[config.mk]
export PLATFORM = sky130hd
export DESIGN_NAME = srt_fifo
export DESIGN_NICKNAME = d
export VERILOG_FILES = /design/src/design/srt_fifo.sv
export SDC_FILE = /design/constraint.sdc
export NUM_CORES = 1
export LEC_CHECK = 0
export ABC_AREA = 1
export BUFFER_PORTS_ARGS = -buffer_cell sky130_fd_sc_hd__buf_2
export CAP_MARGIN = 25
export CORE_UTILIZATION = 50
export DETAILED_ROUTE_END_ITERATION = 8
export PLACE_DENSITY = 0.76
export SYNTH_ARGS = -nofsm -noshare
export SYNTH_HDL_FRONTEND = slang
export SYNTH_SLANG_ARGS = --single-unit
[constraint.sdc]
create_clock -name clock -period 3.65 [get_ports clock]
set_input_delay 0.73 -clock clock [delete_from_list [all_inputs] [get_ports clock]]
set_output_delay 0.73 -clock clock [all_outputs]
set_load 0.02 [all_outputs]
[src/design/srt_fifo.sv]
module srt_fifo #(
   parameter int WIDTH = 8,
   parameter int DEPTH = 2
) (
   input  logic             clock,
   input  logic             reset,
   input  logic             push,
   output logic             full,
   input  logic [WIDTH-1:0] wdata,
   input  logic             pop,
   output logic             empty,
   output logic [WIDTH-1:0] rdata
);
   localparam int PW = (DEPTH > 1) ? $clog2(DEPTH) : 1;
   localparam int CW = $clog2(DEPTH + 1);

   logic [WIDTH-1:0] slot_ff [DEPTH];
   logic [PW-1:0]    wr_ff, wr_in, rd_ff, rd_in;
   logic [CW-1:0]    cnt_ff, cnt_in;
   logic             do_push, do_pop;

   assign full    = (cnt_ff == CW'(DEPTH));
   assign empty   = (cnt_ff == '0);
   assign rdata   = slot_ff[rd_ff];
   assign do_push = push && !full;
   assign do_pop  = pop && !empty;

   always_comb begin
      wr_in  = wr_ff;
      rd_in  = rd_ff;
      cnt_in = cnt_ff;
      if (do_push) begin
         wr_in = (wr_ff == PW'(DEPTH - 1)) ? '0 : wr_ff + PW'(1);
      end
      if (do_pop) begin
         rd_in = (rd_ff == PW'(DEPTH - 1)) ? '0 : rd_ff + PW'(1);
      end
      if (do_push && !do_pop) begin
         cnt_in = cnt_ff + CW'(1);
      end else if (do_pop && !do_push) begin
         cnt_in = cnt_ff - CW'(1);
      end
   end

   always_ff @(posedge clock) begin
      if (reset) begin
         wr_ff  <= '0;
         rd_ff  <= '0;
         cnt_ff <= '0;
      end else begin
         wr_ff  <= wr_in;
         rd_ff  <= rd_in;
         cnt_ff <= cnt_in;
      end
      if (do_push) begin
         slot_ff[wr_ff] <= wdata;
      end
   end

endmodule

# Yosys cells after proc, flatten, opt, wreduce, memory -nomap -nowiden
# Memory sizes are Yosys's and may differ from the RTL's. A register that Yosys moved wholly into a read port is not among the register bits.
# Cells that the tools add are included.
# classes
n_reduce_logical	10
mux	8
addsub	4
eq_ne	1
# ops
cell	n
1-bit two-way mux	6
1-bit logical AND	4
1-bit zero test	4
2-bit two-way mux	2
1-bit adder (second input constant)	2
2-bit by 1-bit adder with 2-bit output (second input constant)	1
2-bit == test (second input constant)	1
2-bit zero test	1
2-bit nonzero test	1
2-bit by 1-bit subtractor with 2-bit output (second input constant)	1
# totals
input_bits	12
ramBits	16
word_cells	27
memories	1
regBits	4
# mem_list
name	words	width	rd	rd_clocked_by_memory_dff	write_ports	line_no	source
slot_ff	2	8	1	1	1	17	logic [WIDTH-1:0] slot_ff [DEPTH];

# Depth between registers and ports, before layout
# logic_depth
depth_word	7
mapped_depth	10

# Least setup slack after synthesis
# Ideal clock, no wire load.
# synth_timing
kind	reg2out
startpoint	register (tool-made name)
endpoint	output port rdata[0]
path_stages_with_launch	3
arrival_time_ns	0.853
t_required_ns	2.920
setup_slack_ns	2.067
path_buffers	1
path_cell_list	dfxtp_1 buf_2 mux2_2
# synth_lines
item	line_no	source
end, declared	12	output logic [WIDTH-1:0] rdata

==> results <==
- The overall routing resource usage is 0.1566.
- The overall die area is 1823 sq um.
- The setup path with the least slack is of type register to output pin.
- The data required time of the critical path is 2.92 ns.
- The maximum number of pins on one net before global-route repair is 12.
- The routed length per placed instance is 12.17 microns.
- The top fanout value on the critical path is 8.
- Counting I/O delays and the setup requirement, the final critical path takes 2.098 ns.
- The remaining antenna violation count after routing is 0.
- When the netlist entered floorplanning its net count stood at 75.
- From bottom edge to top edge, the die measures 42.70 microns.
- In this run the number of H-tree levels came out at 1.
- Setup total negative slack on the finished layout was measured at 0 ns.
- The net count of the finished layout is 100.
- Dividing total power by cell area gives a power density of 682.0 nW/um^2.
- The normalized max-slew margin is 0.5347.
- The arrival time reported for the critical path endpoint is 1.37 ns.
- The congestion estimate from routability-driven global placement came to 0.7009.
- The setup skew after layout is 0.005567 ns.
- After technology mapping, the gate count stands at 62.
- Together, buffers and inverters on the worst path number 1.
- Dividing the detail-routed via count by the number of cells gives 5.039.
- The number of sinks handled by clock tree synthesis is 21.
- The maximum clock path buffer count is 2.
- The core region area is 1524 sq um.
- The proportion of synthesized chip area in sequential cells is 0.7009.
- The dominant delay contributor by cell family on the critical path is flip-flops.
- Yosys printed 0 warnings.
- The final-layout fill cell count is 133.
- The startpoint class of the critical path is a register.
- The flow ran to the end, and the final reports show no timing, DRC or antenna violations.
- The first global-routing pass estimated 1980 microns of wire.
- In this run the tool buffered the top-level ports with 21 buffer cells.
- Summing all flip-flop and latch instances after layout gives 580.6 sq um.
- Timing would allow up to 0.4766 GHz.
- Relative to the synthesized area, the layout overhead comes to 17.67%.
- The largest single stage delay on the critical path is 0.54 ns.
- Clock tree synthesis selected as its root buffer the cell sky130_fd_sc_hd__clkbuf_4.
- Of the post-synthesis cell area, the dominant cell type holds 0.5801.
- Row generation in the floorplan step produced 14 rows.
- The library cell used most frequently in the layout, excluding fill and tap cells, is sky130_fd_sc_hd__buf_2.
- The worst-path cell with the longest stage delay is sky130_fd_sc_hd__dfxtp_1.
- The total DRC errors in the routed layout is 0.
- The slew at the pin with the worst max-slew slack is 0.6955 ns.
- The hold violation total from the final report was 0.
- Of the available clock period, the critical path in the final layout requires 0.5748.
- The combined area of the multi-input logic cells is 209.0 sq um.
- The mean cell area of the mapped netlist is 13.36 sq um.
- The post-synthesis cell type count is 16.
- The count of hold-fix buffers inserted at cts is 0.
- The length of the first detailed-routing pass in iterations is 4.
- The count of antenna diodes in the layout is 0.
- Setup violations remaining at the end of the flow were counted as 0.
- Leaving out fill and tap cells, the most frequent cells in the layout are sky130_fd_sc_hd__buf_2, sky130_fd_sc_hd__edfxtp_1, sky130_fd_sc_hd__nor2_1.
- The initial antenna violation count is 0.
- The starting DRC count in detailed routing is 3.
- The floorplan step set the die width to 42.70 microns.
- TritonCTS built the clock tree.
- The placed cell area is 948.4 sq um.
- Sorting the synthesized cells by area gives the leading types as sky130_fd_sc_hd__edfxtp_1, sky130_fd_sc_hd__dfxtp_1, sky130_fd_sc_hd__mux2_2.
- The count of pins over their slew limit is 0.
- In this run the static leakage power is 0.4057 nW.
- The source-to-sink clock delay at the later pin of the worst-skew pair is 0.29 ns.
- STA classifies the critical path endpoint as an output pin.
- Across the run, the number of max-cap violations was 0.
- For this configuration, the core starts out at a cell density of 0.5435.
- In this run the count of I/O pins placed on the die edge is 22.
- Setup repair after global routing left no endpoint under its margin.
- Across the VDD grid, the largest voltage drop is 0.4453 mV.
- The largest total area in the synthesized netlist belongs to sky130_fd_sc_hd__edfxtp_1.
- Wires add up to 1241 microns.
- The number of buffers added by the clock tree synthesis step is 3.
- Clock-pin slew was measured on the worst setup and hold paths at 0.11 ns.
- The area of the mapped netlist is 828.3 sq um.
- The via count of the first global-routing pass is 490.
- The area of all placed cells without fillers is 974.7 sq um.
- After global routing the overflow that remains totals 0.
- The signal on the critical path passes through mux2_2, buf_2.
- The count of instances resized after the clock tree is built is 0.
- The post-CTS setup repair buffer count is 0.
- The ratio of cells with drive above 1 in the final layout is 0.4302.
- The total number of vias is 514.
- The path class of the lowest-slack min-delay path is register to register.
- In this run, synthesis produced a sequential element count of 21.
- The HPWL after detailed placement is 918.1 microns.
==> synthesized netlist by cell type <==
library cell	count
sky130_fd_sc_hd__edfxtp_1	16
sky130_fd_sc_hd__a21oi_1	1
sky130_fd_sc_hd__nand2_1	4
sky130_fd_sc_hd__nor2_1	9
sky130_fd_sc_hd__and2_4	1
sky130_fd_sc_hd__dfxtp_1	5
sky130_fd_sc_hd__ha_1	1
sky130_fd_sc_hd__o21ai_1	1
sky130_fd_sc_hd__buf_2	1
sky130_fd_sc_hd__o21ai_2	2
sky130_fd_sc_hd__inv_1	7
sky130_fd_sc_hd__o21ai_0	2
sky130_fd_sc_hd__nand3_1	1
sky130_fd_sc_hd__mux2_2	8
sky130_fd_sc_hd__inv_2	2
sky130_fd_sc_hd__nand4_1	1
==> worst reg2reg max path, delay by kind of cell, from the launching register on <==
| family | cells | cell delay (ns) |
|---|---|---|
| flops | 1 | 0.51 |
| simple gates | 1 | 0.55 |
| compound gates | 1 | 0.14 |
==> layout make-up <==
cell class                      count  area share
Inverter                            9     0.03466
Sequential cell                    21      0.5956
Clock buffer                        4     0.02696
Multi-Input combinational cell     31      0.2144
Timing Repair Buffer               21      0.1078
Tap cell                           16     0.02054
==> worst paths after layout <==
path                            startpoint       endpoint  slack [ns]  cells after the start
worst min register to register       wr_ff          wr_ff        0.52                      2
worst max-delay path              register       rdata[3]        1.55                      2
worst min-delay path                 wr_ff          wr_ff        0.52                      2
worst max register to register   cnt_ff[0]  slot_ff[1][4]        2.09                      2
==> cell families (layout without fill, tap and decap cells) <==
family	count (synthesis)	count (layout)	synth area share
flip-flops	21	21	0.7009
AO/OA/AOI/OAI	6	6	0.04531
adder cells (fa/ha/maj)	1	1	0.01510
buffers and inverters	10	34	0.04683
multiplexers	8	8	0.1088
AND/OR/NAND/NOR	16	16	0.08307
==> sequential cells by signal (all words and copies together), names as in the netlist, named ones only <==
register,flops
cnt_ff,2
wr_ff,1
rd_ff,1
slot_ff,16
==> routing by layer <==
metal / vias up / share of wire / global-route usage
li1: 262 / - / -
met2: 11 / 0.54 / 0.2636
met5: - / 0 / 0
met1: 239 / 0.42 / 0.1837
met4: 0 / 0.0056 / 0.08125
met3: 2 / 0.029 / 0.03830
==> metrics by stage <==
step | setup slack (ns) | utilization | hold slack, ns | instances | power (mW)
2_1_floorplan | 2.067 | - | 0.4741 | 62 | 0.5061
3_3_place_gp | 1.838 | 0.6223 | 0.4936 | 98 | 0.5599
3_5_place_dp | 1.806 | 0.6223 | 0.5127 | 98 | 0.5678
4_1_cts | 1.523 | 0.6396 | 0.5280 | 102 | 0.6731
5_1_grt | 1.456 | 0.6396 | 0.5440 | 102 | 0.7128
6_report | 1.552 | 0.6396 | 0.5202 | 102 | 0.6648
==> power breakdown <==
group          leakage, nW  switching (mW)  internal, mW
Sequential           0.191          0.0337         0.305
Clock               0.0150          0.0636        0.0425
Combinational        0.200           0.129        0.0904
Total                0.406           0.227         0.438
Power figures use the tool's default switching activity.
