File: src/design/srt_pkg.sv
package srt_pkg;

   typedef enum logic [1:0] {
      ACT_INSERT  = 2'd0,
      ACT_READ    = 2'd1,
      ACT_RELEASE = 2'd2,
      ACT_NONE    = 2'd3
   } action_type;

   typedef enum logic [2:0] {
      ST_ADDED          = 3'd0,
      ST_ADDED_COMPLETE = 3'd1,
      ST_DUP            = 3'd2,
      ST_DUP_COMPLETE   = 3'd3,
      ST_NO_ROOM        = 3'd4,
      ST_NOT_FOUND      = 3'd5,
      ST_RELEASED       = 3'd6,
      ST_SEGMENT        = 3'd7
   } status_type;

   // Command handed from the front to the table engine.
   typedef struct packed {
      action_type  action;
      logic [31:0] gen;
      logic [31:0] msg;
      logic [5:0]  seq;
      logic        fin;
      logic [15:0] handle;
      logic        too_big;
   } cmd_type;

   typedef struct packed {
      status_type  status;
      logic [4:0]  seg;
      logic [15:0] handle;
      logic        last;
   } rsp_type;

endpackage

File: src/design/srt_fifo.sv
module srt_fifo #(
   parameter int WIDTH = 8,
   parameter int DEPTH = 2
) (
   input  logic             clock,
   input  logic             reset,
   input  logic             push,
   output logic             full,
   input  logic [WIDTH-1:0] wdata,
   input  logic             pop,
   output logic             empty,
   output logic [WIDTH-1:0] rdata
);
   localparam int PW = (DEPTH > 1) ? $clog2(DEPTH) : 1;
   localparam int CW = $clog2(DEPTH + 1);

   logic [WIDTH-1:0] slot_ff [DEPTH];
   logic [PW-1:0]    wr_ff, wr_in, rd_ff, rd_in;
   logic [CW-1:0]    cnt_ff, cnt_in;
   logic             do_push, do_pop;

   assign full    = (cnt_ff == CW'(DEPTH));
   assign empty   = (cnt_ff == '0);
   assign rdata   = slot_ff[rd_ff];
   assign do_push = push && !full;
   assign do_pop  = pop && !empty;

   always_comb begin
      wr_in  = wr_ff;
      rd_in  = rd_ff;
      cnt_in = cnt_ff;
      if (do_push) begin
         wr_in = (wr_ff == PW'(DEPTH - 1)) ? '0 : wr_ff + PW'(1);
      end
      if (do_pop) begin
         rd_in = (rd_ff == PW'(DEPTH - 1)) ? '0 : rd_ff + PW'(1);
      end
      if (do_push && !do_pop) begin
         cnt_in = cnt_ff + CW'(1);
      end else if (do_pop && !do_push) begin
         cnt_in = cnt_ff - CW'(1);
      end
   end

   always_ff @(posedge clock) begin
      if (reset) begin
         wr_ff  <= '0;
         rd_ff  <= '0;
         cnt_ff <= '0;
      end else begin
         wr_ff  <= wr_in;
         rd_ff  <= rd_in;
         cnt_ff <= cnt_in;
      end
      if (do_push) begin
         slot_ff[wr_ff] <= wdata;
      end
   end

endmodule

File: src/design/srt_front.sv
module srt_front #(
   parameter int BUCKETS      = 256,
   parameter int MAX_SEGMENTS = 32,
   localparam int BW          = $clog2(BUCKETS)
) (
   input  logic                clock,
   input  logic                reset,
   input  logic                push,
   output logic                full,
   input  logic [1:0]          action,
   input  logic [31:0]         generator_key,
   input  logic [31:0]         message_key,
   input  logic [30:0]         segment_number,
   input  logic                final_segment,
   input  logic [15:0]         payload_handle,
   input  logic                q_pop,
   output logic                q_empty,
   output srt_pkg::cmd_type    q_cmd,
   output logic [BW-1:0]       q_bkt
);
   typedef enum logic [1:0] {IDLE, HASH, FOLD, SEND} state_type;

   localparam int QW = $bits(srt_pkg::cmd_type) + BW;
   // reciprocal of BUCKETS scaled by 2^(32+BW), rounded up: exact for 32-bit keys
   localparam logic [32:0] RECIP =
      33'(((65'd1 << (32 + BW)) + 65'(BUCKETS) - 65'd1) / 65'(BUCKETS));

   state_type         state_ff, state_in;
   logic [31:0]       key_ff, key_in;
   logic [31:0]       quo_ff, quo_in;
   logic [BW-1:0]     rem_ff, rem_in;
   srt_pkg::cmd_type  cmd_ff, cmd_in;
   logic              q_push, q_full;
   logic [QW-1:0]     q_rdata;

   always_comb begin
      logic [64:0] prod;
      prod     = 65'(key_ff) * 65'(RECIP);
      state_in = state_ff;
      key_in   = key_ff;
      quo_in   = quo_ff;
      rem_in   = rem_ff;
      cmd_in   = cmd_ff;
      q_push   = 1'b0;
      unique case (state_ff)
         IDLE: begin
            // drop the unused action code here: it causes no result
            if (push && srt_pkg::action_type'(action) != srt_pkg::ACT_NONE) begin
               cmd_in.action  = srt_pkg::action_type'(action);
               cmd_in.gen     = generator_key;
               cmd_in.msg     = message_key;
               cmd_in.seq     = segment_number[5:0];
               cmd_in.fin     = final_segment;
               cmd_in.handle  = payload_handle;
               cmd_in.too_big = (segment_number[30:6] != '0)
                             || (7'(segment_number[5:0]) >= 7'(MAX_SEGMENTS));
               key_in   = generator_key ^ message_key;
               state_in = HASH;
            end
         end
         HASH: begin
            // quotient of the key by the bucket count
            quo_in   = 32'(prod >> (32 + BW));
            state_in = FOLD;
         end
         FOLD: begin
            rem_in   = BW'(key_ff - quo_ff * 32'(BUCKETS));
            state_in = SEND;
         end
         SEND: begin
            if (!q_full) begin
               q_push   = 1'b1;
               state_in = IDLE;
            end
         end
         default: state_in = IDLE;
      endcase
   end

   always_ff @(posedge clock) begin
      if (reset) begin
         state_ff <= IDLE;
      end else begin
         state_ff <= state_in;
      end
      key_ff  <= key_in;
      quo_ff  <= quo_in;
      rem_ff  <= rem_in;
      cmd_ff  <= cmd_in;
   end

   assign full = (state_ff != IDLE);

   srt_fifo #(.WIDTH(QW), .DEPTH(2)) u_queue (
      .clock (clock),
      .reset (reset),
      .push  (q_push),
      .full  (q_full),
      .wdata ({cmd_ff, rem_ff}),
      .pop   (q_pop),
      .empty (q_empty),
      .rdata (q_rdata)
   );

   assign q_cmd = q_rdata[QW-1:BW];
   assign q_bkt = q_rdata[BW-1:0];

endmodule

File: config.mk
export PLATFORM = sky130hd
export DESIGN_NAME = srt_front
export DESIGN_NICKNAME = d
export VERILOG_FILES = /design/src/design/srt_pkg.sv /design/src/design/srt_fifo.sv /design/src/design/srt_front.sv
export SDC_FILE = /design/constraint.sdc
export NUM_CORES = 1
export LEC_CHECK = 0
export BUFFER_PORTS_ARGS = -buffer_cell sky130_fd_sc_hd__buf_2
export CAP_MARGIN = 10
export CORE_MARGIN = 3
export CORE_UTILIZATION = 40
export CTS_CLUSTER_SIZE = 16
export DETAILED_ROUTE_END_ITERATION = 7
export SLEW_MARGIN = 40
export SYNTH_ARGS = -nofsm -noshare
export SYNTH_HDL_FRONTEND = slang
export SYNTH_SLANG_ARGS = --single-unit
File: constraint.sdc
create_clock -name clock -period 11.08 [get_ports clock]
set_input_delay 1.662 -clock clock [delete_from_list [all_inputs] [get_ports clock]]
set_output_delay 1.662 -clock clock [all_outputs]
set_load 0.03 [all_outputs]
=== Word-level counts from Yosys, hierarchy flattened ===
Memory sizes are Yosys's and may differ from the RTL's. A register that Yosys moved wholly into a read port is not among the register bits.
Index checks and enable logic that the tools add are counted.
Widths: inputs -> output; s select.

* Flip-flop bits (word level): 112
* Bits in writable memories: 196
* Input port bits: 118
* Output and inout bits: 100
* Word-level logic and storage cells: 58
* Memories kept: 1

{| class="wikitable"
|+ Memory list
! memory !! depth !! width !! rd ports !! clocked after Yosys merged registers in !! wr ports !! RTL line !! RTL
|-
| u_queue.slot_ff || 2 || 98 || 1 || 1 || 1 || srt_fifo.sv:17 || <nowiki>logic [WIDTH-1:0] slot_ff [DEPTH];</nowiki>
|}

* $add $sub $neg: 5
* Order comparisons: 1
* Equality and inequality tests: 7
* Muxes and demuxes: 13
* Bitwise logic cells: 1
* Reduce and logical (&&, ||, !) cells: 17

{| class="wikitable"
|+ Operators by type and width
! cell !! count
|-
| $reduce_bool 25->1 || 1
|-
| $mux 1 || 8
|-
| $mux 2 || 4
|-
| $pmux 2 s4 || 1
|-
| $sub 8x1->8 const B || 1
|-
| $xor 8x8->8 || 1
|-
| $eq 2x2->1 const B || 3
|-
| $ge 6x6->1 const B || 1
|-
| $ne 2x2->1 const B || 3
|-
| $logic_and 1x1->1 || 5
|-
| $logic_not 1->1 || 4
|-
| $logic_not 2->1 || 2
|-
| $reduce_and 2->1 || 2
|-
| $reduce_bool 2->1 || 2
|-
| $add 1x1->1 const B || 2
|-
| $add 2x1->2 const B || 1
|-
| $eq 2x1->1 const B || 1
|-
| $sub 2x1->2 const B || 1
|-
| $logic_or 1x1->1 || 1
|}

=== Logic depth before layout (Yosys ltp) ===
* Depth after elaboration: 8
* Depth in mapped cells: 6
* Gate-level depth less buffers: 6

=== Cells and area by module ===
From an unflattened synthesis, not the netlist that was laid out.

* Cells, all modules: 471
* Area, all modules: 10839.1 µm²

{| class="wikitable"
|+ By module, submodules not included
! module !! instances !! cells an instance !! area each (µm²) !! seq. area each (µm²)
|-
| srt_fifo || 1 || 330 || 7362.1 || 5985.7
|-
| srt_front || 1 || 141 || 3477.1 || 3223.1
|}

=== Least setup slack after synthesis ===
No wires, ideal clock.

* Kind: input-to-reg
* Start point: input push
* End point: register cmd_ff[0] in the netlist's numbering (enable)
* Setup time: 0.468 ns
* Data arrival time: 4.173 ns
* Data required time: 10.612 ns
* Slack: 6.439 ns
* Stages: 2
* Path buffers: 0
* Cell sequence: a21boi_0 -> and2_1

* Cells in the longest elaborated chain, start to end: 2

{| class="wikitable"
|+ RTL lines
! what !! RTL line !! RTL
|-
| start, declared || srt_front.sv:8 || <nowiki>input logic push,</nowiki>
|-
| $logic_and 1x1->1 || srt_front.sv:48 || <nowiki>if (push && srt_pkg::action_type'(action) != srt_pkg::ACT_NONE) begin</nowiki>
|-
| $reduce_and 2->1 (no line) || -- ||
|-
| end signal, assigned || srt_front.sv:89 || <nowiki>cmd_ff <= cmd_in;</nowiki>
|-
| end, declared || srt_front.sv:32 || <nowiki>srt_pkg::cmd_type cmd_ff, cmd_in;</nowiki>
|}

Every way passes these cells.
A chain may end at the register's enable or synchronous reset.

==> metrics.cfg <==
[yosys]
synthesis.nets=592
synth_fa_ha_area_share_pct=0.462
yosys_warnings=0
synth.mux.area_fraction_pct=11.0
netlist_area_sq_um=10800
avgSynthCellArea_sq_um=23.1
yosysUniqueCellTypes=25
synth_xor_area_share_pct=0.889
ys_seq_area_share_pct=85.0
syn_inst=470
synth_compound_area_share_pct=0.531
synth-simple-area-share_pct=1.28
synth_top_family_by_area=multiplexers
synth-seq-cells=309

[pwr]
ir_drop_mv=0.148
p_total_uw=3270
pwr-share-seq_pct=47.1
switching_power_uw=922
p_comb_share_pct=21.1
p_leak_uw=0.00478
cellPowerDensity_nw_per_um2=244
p_clk_share_pct=31.8
switching_share_pct=28.2
p_int_uw=2350

[grt]
gr-usage-all-layers_pct=13.0
grt_antenna_before_repair=0
grt-ovfl-total=0
grt_pass1_vias=5315
grt_pass1_wl_um=29000
grt_max_degree=62

[sta]
setup_viol=0
holdWs_ns=0.417
rsz0062_at_grt=no
tightest_slew_ns=0.757
relSlewSlack_pct=49.5
fmaxAchievable_mhz=241
fin_crit_sh_pct=37.5
finalSetupTns_ns=0
fin_crit_ns=4.16
finalClockSkew_ns=0.0120
hold_violations=0
drv_slew=0

[clocking]
numCtsBuffers=34
cts-resized-gates=0
tritoncts=built
cts_max_path_buffers=3
clock_sinks=309
root_buffer=clkbuf_16
postCtsSetupBuffers=0
holdBufCountCts=0
htree_levels=2
path_clk_slew_ns=0.06
clock_latency_ns=0.49

[drt]
drcViolationCount=0
drtPass1Iterations=4
wl_per_cell_um=18.2
totalWireLength_um=19500
via_per_inst=4.78
via_count=5153
ant_nets=0
drt_iter0_markers=365

[floorplan]
die_h_um=171
start_util_pct=41.1
rows=59
fp.dieW_um=171
die_area_sq_um=29100
design.core.area_sq_um=26400
ios=218

[layout]
num-fill-cells=2133
seq_area_sq_um=9210
layout.nets=839
multi_input_area_sq_um=1540
diodes=0
area_growth_pct=23.5
drive_gt1_share_pct=49.7

[outcome]
status=complete, no violations

[worst_setup_path]
critPathArrivalTime_ns=2.49
path_cells=buf_6 > mux2_2 > buf_2
end_kind=output port
startpoint_type=register
required_ns=9.42
path_class=reg2out
critPathMaxFanout=61
slowest_delay_ns=0.69
ff2ff_path_depth=3
crit_slowest_cell=dfxtp_4

[placement]
port-buffer-count=217
dp_hpwl_um=12600
place_congestion=0.789

[hold_path]
hp-class=reg2reg
worstHoldPathCells=0

[job]
drv_cap=0

[per-layer routing]
layer | routed length [um] | global-route usage [%]
met1 | 8050 | 16.7
met2 | 9760 | 21.9
met3 | 1460 | 3.86
met4 | 275 | 3.14
met5 | 0 | 0
[power groups by stage]
stage / Sequential [uW] / Combinational (uW) / Clock [uW]
2_1_floorplan: 1540 / 528 / 0
3_5_place_dp: 1570 / 696 / 0
5_1_grt: 1560 / 737 / 1120
6_report: 1540 / 690 / 1040
4_1_cts: 1550 / 700 / 1070
3_3_place_gp: 1560 / 689 / 0
[worst max-delay path: cells and delay by family, from the launching register on]
kind	cells	cell delay (ns)
buffers and inverters	2	0.77
DFF	1	0.69
muxes	1	0.42
[Yosys cell counts, drive strengths merged]
cell type / n / share of area [%]
and3: 2 / 0.12
a21boi: 1 / 0.069
edfxtp: 302 / 84
dfxtp: 7 / 1.3
a21oi: 3 / 0.14
o21a: 2 / 0.14
o21ai: 2 / 0.092
a21bo: 1 / 0.092
nand3b: 2 / 0.14
inv: 4 / 0.14
nand2b: 3 / 0.17
buf: 11 / 0.74
ha: 4 / 0.46
and2: 2 / 0.12
nor4: 5 / 0.29
or4: 1 / 0.069
or3: 1 / 0.058
mux2: 98 / 11
nor3: 1 / 0.092
nand4: 1 / 0.058
mux2i: 1 / 0.092
nor2: 5 / 0.17
xor2: 11 / 0.89
[layout make-up]
| class | instances | area share, % |
|---|---|---|
| Sequential cell | 309 | 68.8 |
| Multi-Input combinational cell | 146 | 11.5 |
| Timing Repair Buffer | 222 | 8.52 |
| Clock buffer | 49 | 7.26 |
| Tap cell | 335 | 3.13 |
| Clock inverter | 12 | 0.626 |
| Inverter | 4 | 0.131 |
[registers in the layout (all words and copies together), names as in the netlist, named ones only]
name	flops
state_ff	2
rem_ff	8
key_ff	8
cmd_ff	90
u_queue.slot_ff	196
u_queue.rd_ff	1
u_queue.wr_ff	1
u_queue.cnt_ff	2
[metrics by stage]
| step | setup WS (ns) | cells | instance area (sq um) | util (%) |
|---|---|---|---|---|
| 2_1_floorplan | 6.44 | 470 | 10800 | - |
| 3_3_place_gp | 7.21 | 1015 | 12300 | 46.7 |
| 3_5_place_dp | 7.25 | 1015 | 12300 | 46.7 |
| 4_1_cts | 6.88 | 1076 | 13400 | 50.7 |
| 5_1_grt | 6.80 | 1077 | 13400 | 50.8 |
| 6_report | 6.92 | 1077 | 13400 | 50.8 |
[final timing paths]
check / startpoint / to / slack, ns
min: key_ff[0]$_DFFE_PP_ / rem_ff[0]$_DFFE_PP_ / 0.42
max: register / q_bkt[7] / 6.92
min reg2reg: key_ff[0]$_DFFE_PP_ / rem_ff[0]$_DFFE_PP_ / 0.42
max reg2reg: state_ff[1]$_SDFFE_PP0P_ / u_queue.slot_ff[1][10]$_DFFE_PP_ / 8.56
[logic make-up after synthesis]
family,count (synthesis)
buf+inv,15
simple gates,23
flops,309
compound gates,9
fa+ha+maj,4
mux,99
xor+xnor,11
[cells in the final DEF (no fill, tap or decap), types with 2 or more instances in the layout]
cell       instances
mux2_2            78
clkbuf_16         37
ha_1               4
buf_4              3
mux2_4            20
dfxtp_1            6
clkinv_2           3
nand2b_1           3
nand3b_1           2
clkbuf_1          12
o21a_1             2
a21oi_1            3
nor4_1             5
buf_2            217
clkinv_1           6
o21ai_0            2
nor2_1             5
inv_1              3
xor2_1            11
edfxtp_1         302
(Power assumes the default switching activity.)
